`src/sv/plr_pkg.sv`:
```
// Shared types and constants of the parametric line rasterizer.
package plr_pkg;

  // Coordinate width is fixed by the item formats on both channels.
  localparam int COORD_BITS = 12;

  typedef struct packed {
    logic                         req_type;
    logic signed [COORD_BITS-1:0] start_x;
    logic signed [COORD_BITS-1:0] start_y;
    logic signed [COORD_BITS-1:0] end_x;
    logic signed [COORD_BITS-1:0] end_y;
  } plr_in_t;

  typedef struct packed {
    logic signed [COORD_BITS-1:0] pixel_x;
    logic signed [COORD_BITS-1:0] pixel_y;
    logic                         last;
  } plr_out_t;

  // Request codes carried in req_type.
  localparam logic REQ_LOAD = 1'b0;
  localparam logic REQ_STEP = 1'b1;

  // Commands from the controller to the datapath.
  typedef struct packed {
    logic capture;   // latch a new segment, clear t, mark the line active
    logic square;    // register dx*dx and dy*dy
    logic sum;       // register the squared length
    logic rsq_init;  // start the bit search, or saturate the step on zero length
    logic rsq_add;   // first partial sum of a trial bit
    logic rsq_chk;   // finish the trial sum, compare, keep or drop the bit
    logic mult;      // register delta * t for both axes
    logic finish;    // round, load the result register, advance t
  } plr_cmd_t;

  // Status from the datapath to the controller.
  typedef struct packed {
    logic active;    // a line is loaded and not yet finished
    logic len_zero;  // squared length is zero
    logic bit_last;  // the search is at bit 0
  } plr_sts_t;

endpackage

```
`src/sv/plr_dpath.sv`:
```
// Datapath of the line rasterizer: segment registers, reciprocal square root search, interpolation.
module plr_dpath import plr_pkg::*; #(
  parameter int FRAC_BITS = 24
) (
  input  logic     clk,
  input  logic     rst_n,
  input  plr_in_t  in_data,
  input  plr_cmd_t cmd,
  output plr_sts_t sts,
  output plr_out_t out_data
);

  localparam int C    = COORD_BITS;
  localparam int F    = FRAC_BITS;
  localparam int DW   = C + 1;              // delta width
  localparam int LW   = 2 * C + 1;          // squared length width
  localparam int PW   = 2 * F + 2 * C + 3;  // s*s*L width
  localparam int QW   = F + 2 * C + 2;      // s*L width
  localparam int SW   = F + 1;              // step width, Q1.F
  localparam int TW   = F + 2;              // t width, Q2.F
  localparam int BW   = $clog2(F + 1);      // bit index width
  localparam int PRW  = DW + TW + 1;        // delta*t width
  localparam int SUMW = PRW + 1;

  localparam logic [PW-1:0]   LIMIT    = PW'(1) << (2 * F);
  localparam logic [SW-1:0]   STEP_MAX = {SW{1'b1}};
  localparam logic [TW-1:0]   ONE_FX   = TW'(1) << F;
  localparam logic [SUMW-1:0] RND_BIAS = (SUMW'(1) << F) - SUMW'(1);
  localparam logic [BW-1:0]   TOP_BIT  = BW'(F);

  logic signed [C-1:0]   origin_x_r, origin_y_r;
  logic signed [DW-1:0]  delta_x_r, delta_y_r;
  logic [TW-1:0]         t_r;
  logic [SW-1:0]         step_r;
  logic                  active_r;
  logic [2*C-1:0]        sq_x_r, sq_y_r;
  logic [LW-1:0]         len_r;
  logic [PW-1:0]         p_r, cand_r;
  logic [QW-1:0]         q_r;
  logic [SW-1:0]         s_r;
  logic [BW-1:0]         b_r;
  logic signed [PRW-1:0] prod_x_r, prod_y_r;
  plr_out_t              out_r;

  logic signed [2*DW-1:0] sq_x_full, sq_y_full;
  logic [PW-1:0]          len_sh2, q_sh, cand_sum;
  logic [SW-1:0]          s_try;
  logic                   fits;
  logic signed [PRW-1:0]  mul_x, mul_y;
  logic signed [SUMW-1:0] org_x_sh, org_y_sh, sum_x, sum_y, rnd_x, rnd_y;
  logic [TW-1:0]          t_next;
  logic                   fin;

  assign sq_x_full = delta_x_r * delta_x_r;
  assign sq_y_full = delta_y_r * delta_y_r;

  // One trial bit: (s + 2^b)^2 * L = s^2*L + 2^(b+1)*s*L + 2^(2b)*L.
  assign len_sh2  = PW'(len_r) << {b_r, 1'b0};
  assign q_sh     = (PW'(q_r) << 1) << b_r;
  assign cand_sum = cand_r + q_sh;
  assign fits     = (cand_sum <= LIMIT);
  assign s_try    = s_r | (SW'(1) << b_r);

  assign mul_x = delta_x_r * $signed({1'b0, t_r});
  assign mul_y = delta_y_r * $signed({1'b0, t_r});

  // Truncation toward zero of the whole sum: add 2^F-1 when it is negative.
  assign org_x_sh = {{(SUMW-C-F){origin_x_r[C-1]}}, origin_x_r, {F{1'b0}}};
  assign org_y_sh = {{(SUMW-C-F){origin_y_r[C-1]}}, origin_y_r, {F{1'b0}}};
  assign sum_x    = org_x_sh + {prod_x_r[PRW-1], prod_x_r};
  assign sum_y    = org_y_sh + {prod_y_r[PRW-1], prod_y_r};
  assign rnd_x    = sum_x + (sum_x[SUMW-1] ? RND_BIAS : '0);
  assign rnd_y    = sum_y + (sum_y[SUMW-1] ? RND_BIAS : '0);

  assign t_next = t_r + TW'(step_r);
  assign fin    = (t_next > ONE_FX);

  always_ff @(posedge clk) begin
    if (!rst_n) begin
      active_r <= 1'b0;
    end else if (cmd.capture) begin
      active_r <= 1'b1;
    end else if (cmd.finish && fin) begin
      active_r <= 1'b0;
    end
  end

  always_ff @(posedge clk) begin
    if (cmd.capture) begin
      origin_x_r <= in_data.start_x;
      origin_y_r <= in_data.start_y;
      delta_x_r  <= {in_data.end_x[C-1], in_data.end_x} -
                    {in_data.start_x[C-1], in_data.start_x};
      delta_y_r  <= {in_data.end_y[C-1], in_data.end_y} -
                    {in_data.start_y[C-1], in_data.start_y};
      t_r        <= '0;
    end
    if (cmd.square) begin
      sq_x_r <= sq_x_full[2*C-1:0];
      sq_y_r <= sq_y_full[2*C-1:0];
    end
    if (cmd.sum) begin
      len_r <= {1'b0, sq_x_r} + {1'b0, sq_y_r};
    end
    if (cmd.rsq_init) begin
      p_r <= '0;
      q_r <= '0;
      s_r <= '0;
      b_r <= TOP_BIT;
      if (len_r == '0) begin
        step_r <= STEP_MAX;
      end
    end
    if (cmd.rsq_add) begin
      cand_r <= p_r + len_sh2;
    end
    if (cmd.rsq_chk) begin
      if (fits) begin
        p_r <= cand_sum;
        q_r <= q_r + (QW'(len_r) << b_r);
        s_r <= s_try;
      end
      if (b_r == '0) begin
        step_r <= fits ? s_try : s_r;
      end else begin
        b_r <= b_r - BW'(1);
      end
    end
    if (cmd.mult) begin
      prod_x_r <= mul_x;
      prod_y_r <= mul_y;
    end
    if (cmd.finish) begin
      out_r.pixel_x <= rnd_x[F+C-1:F];
      out_r.pixel_y <= rnd_y[F+C-1:F];
      out_r.last    <= fin;
      t_r           <= t_next;
    end
  end

  assign sts.active   = active_r;
  assign sts.len_zero = (len_r == '0);
  assign sts.bit_last = (b_r == '0);
  assign out_data     = out_r;

endmodule

```
`src/sv/plr_ctrl.sv`:
```
// Controller of the line rasterizer: sequencing of loads and steps, result register valid.
module plr_ctrl import plr_pkg::*; (
  input  logic     clk,
  input  logic     rst_n,
  input  logic     in_valid,
  input  logic     in_req_type,
  output logic     in_ready,
  output logic     out_valid,
  input  logic     out_ready,
  input  plr_sts_t sts,
  output plr_cmd_t cmd
);

  localparam logic [2:0] S_IDLE = 3'd0;
  localparam logic [2:0] S_SQR  = 3'd1;
  localparam logic [2:0] S_SUM  = 3'd2;
  localparam logic [2:0] S_INIT = 3'd3;
  localparam logic [2:0] S_RADD = 3'd4;
  localparam logic [2:0] S_RCHK = 3'd5;
  localparam logic [2:0] S_FIN  = 3'd6;
  localparam logic [2:0] S_SPARE = 3'd7;

  logic [2:0] state_r, state_nxt;
  logic       out_valid_r, out_valid_nxt;

  always_comb begin
    state_nxt = state_r;
    cmd       = '0;
    unique case (state_r)
      S_IDLE: begin
        if (in_valid) begin
          if (in_req_type == REQ_LOAD) begin
            cmd.capture = 1'b1;
            state_nxt   = S_SQR;
          end else if (sts.active) begin
            cmd.mult  = 1'b1;
            state_nxt = S_FIN;
          end
        end
      end
      S_SQR: begin
        cmd.square = 1'b1;
        state_nxt  = S_SUM;
      end
      S_SUM: begin
        cmd.sum   = 1'b1;
        state_nxt = S_INIT;
      end
      S_INIT: begin
        cmd.rsq_init = 1'b1;
        state_nxt    = sts.len_zero ? S_IDLE : S_RADD;
      end
      S_RADD: begin
        cmd.rsq_add = 1'b1;
        state_nxt   = S_RCHK;
      end
      S_RCHK: begin
        cmd.rsq_chk = 1'b1;
        state_nxt   = sts.bit_last ? S_IDLE : S_RADD;
      end
      S_FIN: begin
        if (!out_valid_r || out_ready) begin
          cmd.finish = 1'b1;
          state_nxt  = S_IDLE;
        end
      end
      S_SPARE: begin
        state_nxt = S_IDLE;
      end
      default: begin
        state_nxt = S_IDLE;
      end
    endcase
  end

  always_comb begin
    if (cmd.finish) begin
      out_valid_nxt = 1'b1;
    end else if (out_ready) begin
      out_valid_nxt = 1'b0;
    end else begin
      out_valid_nxt = out_valid_r;
    end
  end

  always_ff @(posedge clk) begin
    if (!rst_n) begin
      state_r     <= S_IDLE;
      out_valid_r <= 1'b0;
    end else begin
      state_r     <= state_nxt;
      out_valid_r <= out_valid_nxt;
    end
  end

  assign in_ready  = (state_r == S_IDLE);
  assign out_valid = out_valid_r;

endmodule

```
`src/sv/parametric_line_rasterizer_unit.sv`:
```
// Parametric line rasterizer top level. A load item (req_type 0) latches a
// segment's start point and its deltas, clears the parameter t, and finds the
// step 1/sqrt(dx*dx + dy*dy) in Q1.FRAC_BITS with a bit-by-bit search that
// needs no multiplier: each trial bit, FRAC_BITS down to 0, takes shifts, adds
// and one compare in the RADD and RCHK states. A zero-length segment skips the
// search, and its step saturates so that it yields a single pixel; no item is
// taken while a load is in progress. A step item (req_type 1) registers
// delta * t for both axes in the cycle it is accepted and then, once the
// result register is free, rounds start + delta * t toward zero into it and
// advances t; no new item is taken before that, and the result register lets
// the next item in while a result still waits. The item is flagged last when
// the advanced t exceeds 1.0, after which the line is inactive and further
// step items are absorbed without a result. A new load replaces any active
// line.
module parametric_line_rasterizer_unit import plr_pkg::*; #(
  parameter int FRAC_BITS = 24
) (
  input  logic     clk,
  input  logic     rst_n,
  input  logic     in_valid,
  output logic     in_ready,
  input  plr_in_t  in_data,
  output logic     out_valid,
  input  logic     out_ready,
  output plr_out_t out_data
);

  plr_cmd_t cmd;
  plr_sts_t sts;

  // Sequencing lives in the controller; all arithmetic is in the datapath.
  plr_ctrl u_ctrl (
    .clk         (clk),
    .rst_n       (rst_n),
    .in_valid    (in_valid),
    .in_req_type (in_data.req_type),
    .in_ready    (in_ready),
    .out_valid   (out_valid),
    .out_ready   (out_ready),
    .sts         (sts),
    .cmd         (cmd)
  );

  plr_dpath #(
    .FRAC_BITS (FRAC_BITS)
  ) u_dpath (
    .clk      (clk),
    .rst_n    (rst_n),
    .in_data  (in_data),
    .cmd      (cmd),
    .sts      (sts),
    .out_data (out_data)
  );

  // The result register is only loaded when it is empty or being drained.
  a_no_overwrite: assert property (@(posedge clk) disable iff (!rst_n)
    cmd.finish |-> (!out_valid || out_ready))
    else $error("result register overwritten while an item was pending");

  // A step item with no active line is absorbed and the block stays ready.
  a_idle_step: assert property (@(posedge clk) disable iff (!rst_n)
    (in_valid && in_ready && in_data.req_type == REQ_STEP && !sts.active)
      |=> in_ready)
    else $error("step without an active line started work");

  // The line only ends when a result is produced.
  a_end_on_result: assert property (@(posedge clk) disable iff (!rst_n)
    $fell(sts.active) |-> $past(cmd.finish))
    else $error("line became inactive without a final pixel");

  // Every finished step shows up as a valid result in the next cycle.
  a_result_shown: assert property (@(posedge clk) disable iff (!rst_n)
    cmd.finish |=> (out_valid && (out_data.last == !sts.active)))
    else $error("finished step did not present a consistent result");

endmodule
```
`config.mk`:
```
export PLATFORM = sky130hd
export DESIGN_NAME = parametric_line_rasterizer_unit
export DESIGN_NICKNAME = d
export VERILOG_FILES = /design/src/sv/plr_pkg.sv /design/src/sv/plr_dpath.sv /design/src/sv/plr_ctrl.sv /design/src/sv/parametric_line_rasterizer_unit.sv
export SDC_FILE = /design/constraint.sdc
export NUM_CORES = 2
export LEC_CHECK = 0
export BUFFER_PORTS_ARGS = -buffer_cell sky130_fd_sc_hd__buf_2
export CAP_MARGIN = 20
export CORE_MARGIN = 4
export CORE_UTILIZATION = 65
export CTS_CLUSTER_SIZE = 40
export DETAILED_ROUTE_END_ITERATION = 16
export PLACE_DENSITY = 0.92
export SETUP_SLACK_MARGIN = 0.02
export SLEW_MARGIN = 40
export SYNTH_ARGS = -nofsm -noshare
export SYNTH_HDL_FRONTEND = slang
export SYNTH_SLANG_ARGS = --single-unit
export TNS_END_PERCENT = 5
```
`constraint.sdc`:
```
create_clock -name clk -period 9.1 [get_ports clk]
set_clock_uncertainty 0.1 [all_clocks]
set_input_delay 0.455 -clock clk [delete_from_list [all_inputs] [get_ports clk]]
set_output_delay 0.455 -clock clk [all_outputs]
set_load 0.05 [all_outputs]
```
# After elaboration in Yosys (flattened, before gate mapping)
# Index checks and enable logic that the tools add are counted.
[totals]
romBits = 0
memories = 0
latchBits = 0
register_bits = 514
ramBits = 0
[op_classes]
eq_ne = 10
shifts = 4
addsub = 12
reduce_logical = 10
n_mul = 4
bitwise = 1
magnitude_cmp = 2
div_mod_pow = 0
n_mux = 46
[ops]
columns = ["op", "n"]
rows = [
  ["$mux 75", 3],
  ["$mux 25", 8],
  ["$add 75x75->75", 2],
  ["$mux 50", 3],
  ["$add 36x40->41", 2],
  ["$mul 13x27->40", 2],
  ["$le 75x49->1 const B", 1],
  ["$shl 25x6->75", 1],
  ["$shl 51x5->75", 1],
  ["$add 36x36->36", 2],
  ["$mux 26", 2],
  ["$add 50x50->50", 1],
  ["$shl 25x5->50", 1],
  ["$mul 13x13->24", 2],
  ["$mux 24", 2],
  ["$add 26x25->26", 1],
  ["$gt 26x25->1 const B", 1],
  ["$sub 12x12->13", 2],
  ["$add 24x24->25", 1],
  ["$logic_not 25->1", 1],
  ["$or 25x25->25", 1],
  ["$shl 1x5->25 const A", 1],
  ["$pmux 3 s8", 1],
  ["$mux 1", 18],
  ["16 further kinds", 29],
]

# Longest topological paths before layout
[depth]
depth_word = 7
ltp_mapped = 29

# By module
# Synthesis repeated with hierarchy kept, for this count alone.
[unflattened]
hier_cells = 7753
hier_area_um2 = 71076.9
[by_module_without_submodules]
columns = ["mod", "n_inst", "cells_each", "area_each_um2"]
rows = [
  ["plr_dpath", 1, 7711, 70752.9],
  ["plr_ctrl", 1, 42, 324.1],
]

# Worst setup path after synthesis
# No wires, ideal clock.
[synth_path]
kind = "flip-flop to flip-flop"
from = "register u_ctrl.state_r[2]"
to = "register u_dpath.cand_r[0] (enable)"
stages_incl_launch_ff = 3
setup_ns = 0.619
path_buffers = 1
synth_period_minus_slack_ns = 6.834
path_slack_ns = 2.266
t_arrival_ns = 6.115
cell_sequence = "dfxtp_1 clkbuf_1 nor3b_1"
[synth_via]
elab_chain_cells = 2
[synth_lines]
columns = ["element", "line_no", "rtl"]
rows = [
  ["from (decl)", "plr_ctrl.sv:23", "logic [2:0] state_r, state_nxt;"],
  ["from (signal assigned)", "plr_ctrl.sv:91", "state_r <= state_nxt;"],
  ["$eq 3x3->1", "plr_ctrl.sv:29", "unique case (state_r)"],
  ["$mux 1", "plr_ctrl.sv:29", ""],
  ["to (signal assigned)", "plr_dpath.sv:115", "cand_r <= p_r + len_sh2;"],
  ["to (decl)", "plr_dpath.sv:38", "logic [PW-1:0] p_r, cand_r;"],
]
# Every way passes these cells.
# A chain may end at the register's enable or synchronous reset.

# Final worst setup path
[layout_path]
from = "register u_dpath.delta_x_r[4]"
to = "register u_dpath.prod_x_r[35], data pin"
[layout_via]
elab_chain_cells = 1
[layout_lines]
columns = ["element", "line_no", "rtl"]
rows = [
  ["from (decl)", "plr_dpath.sv:32", "logic signed [DW-1:0] delta_x_r, delta_y_r;"],
  ["from (signal assigned)", "plr_dpath.sv:92", "delta_x_r <= {in_data.end_x[C-1], in_data.end_x} -"],
  ["$mul 13x27->40", "plr_dpath.sv:64", "assign mul_x = delta_x_r * $signed({1'b0, t_r});"],
  ["via u_dpath.mul_x[35]", "plr_dpath.sv:49", "logic signed [PRW-1:0] mul_x, mul_y;"],
  ["to (signal assigned)", "plr_dpath.sv:130", "prod_x_r <= mul_x;"],
  ["to (decl)", "plr_dpath.sv:42", "logic signed [PRW-1:0] prod_x_r, prod_y_r;"],
]
# The timed path passes the listed nets, and every way through them passes these cells.

==> results.toml <==
[timing]
final_max_slew_viol_count = 0
setup_viol = 0
hold_viol_final = 0
tightest_slew_ps = 1020
period_share_pct = 91.7
rsz0062_at_grt = "no"
tns_ps = 0
period_minus_slack_ps = 8340
fin_ws_ps = 756
relSlewSlack_pct = 31.1
fmax_ghz = 0.120

[setup_path]
end_kind = "flip-flop"
start_kind = "flip-flop"
critical_path.max_fanout = 22
cp-startpoint = "u_dpath.delta_x_r[4]$_DFFE_PP_"
crit_type = "flip-flop to flip-flop"
reg2reg_depth = 21
worstPathArrival_ps = 8690
crit_required_ps = 9450
r2r-start = "u_dpath.delta_x_r[4]$_DFFE_PP_"

[drt]
wl_mm = 232
first_pass_iters = 11
first_iter_violations = 7361
routedWlPerCell_um = 24.4
vias = 62800
drcViolationCount = 0
viasPerCell = 6.60
postRouteAntennaNets = 0

[synthesis]
synth-edff-count = 327
yosys-top-cells-area = "fa_1, edfxtp_1, ha_1, inv_1, dfxtp_1"
yosysTopAreaCell = "fa_1"
synthCells = 8067
ys_warn_count = 0
ys_ff_latch = 512
seq_area_frac_synth_pct = 18.8
syn_area_sq_mm = 0.0720
yosysTopAreaCellShare_pct = 22.4
synth_nets = 9655
ys.flop_type = "edfxtp_1"
synth_area_per_cell_sq_um = 8.92
synth_cell_types = 94
async_reset_ff_share_pct = 0

[outcome]
status = "finished clean"

[floorplanning]
core_region_area_sq_mm = 0.109
start_util_pct = 65.7
die_w_um = 341
die_area_sq_mm = 0.116
die_h_um = 341
rows = 121
io_pins = 80

[clock_tree]
cts_max_level = 2
clkSlewWorstSetupHoldPaths_ps = 70
cts_buffers = 59
clock_latency_ps = 740
tritoncts = "yes"
root_buffer = "clkbuf_16"
cts_setup_buffers = 0
clk_path_buf_depth = 3
numClockSinks = 512

[hold_path]
hp-start = "rst_n"
hp-class = "input pin to flip-flop"
holdPathStages = 3

[cells_and_area]
drive_above_1_share_pct = 5.25
fillers = 7503
nets = 9569
syn_to_final_growth_pct = 5.86

[grt]
grt_antenna_before_repair = 4
track_usage_pct = 39.4
grt_overflow = 0
first_global_vias = 66100
grt_pass1_wl_mm = 361
grt_max_degree = 91

[placed_design]
gp_congestion = 1.05
hpwlAfterDp_mm = 172
io_buffers = 79
place_ws_ps = 1270

[run]
maxCapViolations = 0
final timing paths:
kind | endpoint | slack, ps
worst max-delay path | u_dpath.prod_x_r[35]$_DFFE_PP_ | 760
worst max register to register | u_dpath.prod_x_r[35]$_DFFE_PP_ | 760
worst min-delay path | u_ctrl.state_r[1]$_SDFFE_PN0P_ | 30
worst min register to register | u_dpath.s_r[2]$_DFF_P_ | 360
final cells by class:
| cell class | instances | area (sq um) | share of cell area, % |
|---|---|---|---|
| tap | 1476 | 1850 | 2.42 |
| inverter | 1059 | 3980 | 5.22 |
| clock buffer | 73 | 1610 | 2.12 |
| clock inverter | 39 | 388 | 0.509 |
| antenna | 3 | 7.51 | 0.00986 |
| sequential | 512 | 13500 | 17.8 |
| timing repair buffer | 217 | 1680 | 2.20 |
| multi-input combinational | 6132 | 53100 | 69.7 |
cells in the final DEF (no fill, tap or decap), types with 27 or more instances in the layout:
cell type / synthesis / final
a211oi_1: 43 / 43
a21o_1: 212 / 212
a21oi_1: 409 / 407
a31oi_1: 40 / 40
and2_1: 420 / 418
and3_1: 70 / 70
buf_2: 20 / 79
buf_4: 11 / 82
clkbuf_16: 0 / 63
dfxtp_1: 185 / 180
edfxtp_1: 327 / 327
fa_1: 805 / 805
ha_1: 730 / 730
inv_1: 1058 / 1055
mux2i_1: 122 / 121
mux4_2: 36 / 36
nand2_1: 873 / 869
nand2b_1: 98 / 98
nand3_1: 136 / 136
nand4_1: 76 / 76
nor2_1: 481 / 478
nor2b_1: 97 / 97
nor3_1: 101 / 99
o211ai_1: 44 / 44
o21a_1: 60 / 60
o21ai_0: 301 / 295
o21bai_1: 75 / 75
o22a_1: 27 / 27
o22ai_1: 47 / 47
o31ai_1: 28 / 28
o32ai_1: 76 / 76
or3_1: 31 / 31
xnor2_1: 247 / 246
xor2_1: 127 / 127
worst max-delay path: stages, from the launching register on:
cell and delay, ps:
edfxtp_1 860, buf_4 400, nand2_1 150, fa_1 600, fa_1 450, fa_1 710, inv_1 110, fa_1 500
inv_1 60, fa_1 490, inv_1 60, fa_1 440, ha_1 380, nand2_1 80, o21ai_0 490, a21oi_1 280
a211oi_1 440, nor3_1 140, o41ai_1 790, a21oi_1 170, o21a_1 220, xnor2_1 140
routing by layer:
layer	track usage, %	share of wire [%]	up-vias
met4	32.7	11	2
met5	0.417	0.0099	-
met3	8.56	9.6	1567
met2	65.4	47	4357
li1	-	-	27000
met1	43.2	33	29800
metrics by stage:
step / cells / instance area [sq um] / hold slack [ps] / utilization, %
after floorplan: 8067 / 72000 / 326 / -
after global placement: 9347 / 73500 / 333 / 67.2
after detailed placement: 9365 / 73800 / 344 / 67.4
after CTS: 9501 / 76000 / 4.42 / 69.5
after global routing: 9508 / 76200 / 9.40 / 69.6
final: 9511 / 76200 / 32.0 / 69.6
synthesized netlist by cell type, types with 60 or more instances:
library cell  number
clkbuf_1         298
ha_1             730
edfxtp_1         327
o32ai_1           76
fa_1             805
a21oi_1          409
nor2_1           481
o21a_1            60
xnor2_1          247
nand2b_1          98
nand2_1          873
and2_1           420
nand3_1          136
inv_1           1058
mux2i_1          122
dfxtp_1          185
nor3_1           101
xor2_1           127
o21bai_1          75
nand4_1           76
a21o_1           212
nor2b_1           97
o21ai_0          301
and3_1            70
repair_timing:
action,in CTS,in global routing
gates resized for setup,0,0
hold buffers,24,0
hold endpoints to repair,24,0
sequential cells by signal (all words and copies together) (netlist names):
signal and count:
u_dpath.cand_r 75, u_dpath.p_r 75, u_dpath.q_r 50, u_dpath.prod_x_r 40, u_dpath.prod_y_r 40, u_dpath.t_r 26, u_dpath.len_r 25, u_dpath.out_data 25
u_dpath.s_r 25, u_dpath.step_r 25, u_dpath.sq_x_r 23, u_dpath.sq_y_r 23, u_dpath.delta_x_r 13, u_dpath.delta_y_r 13, u_dpath.origin_x_r 12, u_dpath.origin_y_r 12
u_dpath.b_r 5, u_ctrl.state_r 3, u_ctrl.out_valid 1, u_dpath.active_r 1
cell families after synthesis:
kind of cell	after synthesis	share of synthesized area (%)
AND/OR/NAND/NOR	2494	16.8
AO/OA/AOI/OAI	1549	14.1
XOR/XNOR	374	4.55
multiplexers	179	3.15
flip-flops	512	18.8
other	1	0.00521
adder cells (fa/ha/maj)	1535	35.1
buffers and inverters	1423	7.55
Power is not shown: default switching activity piles up to over one toggle a cycle in this logic, so the estimate is an artifact.
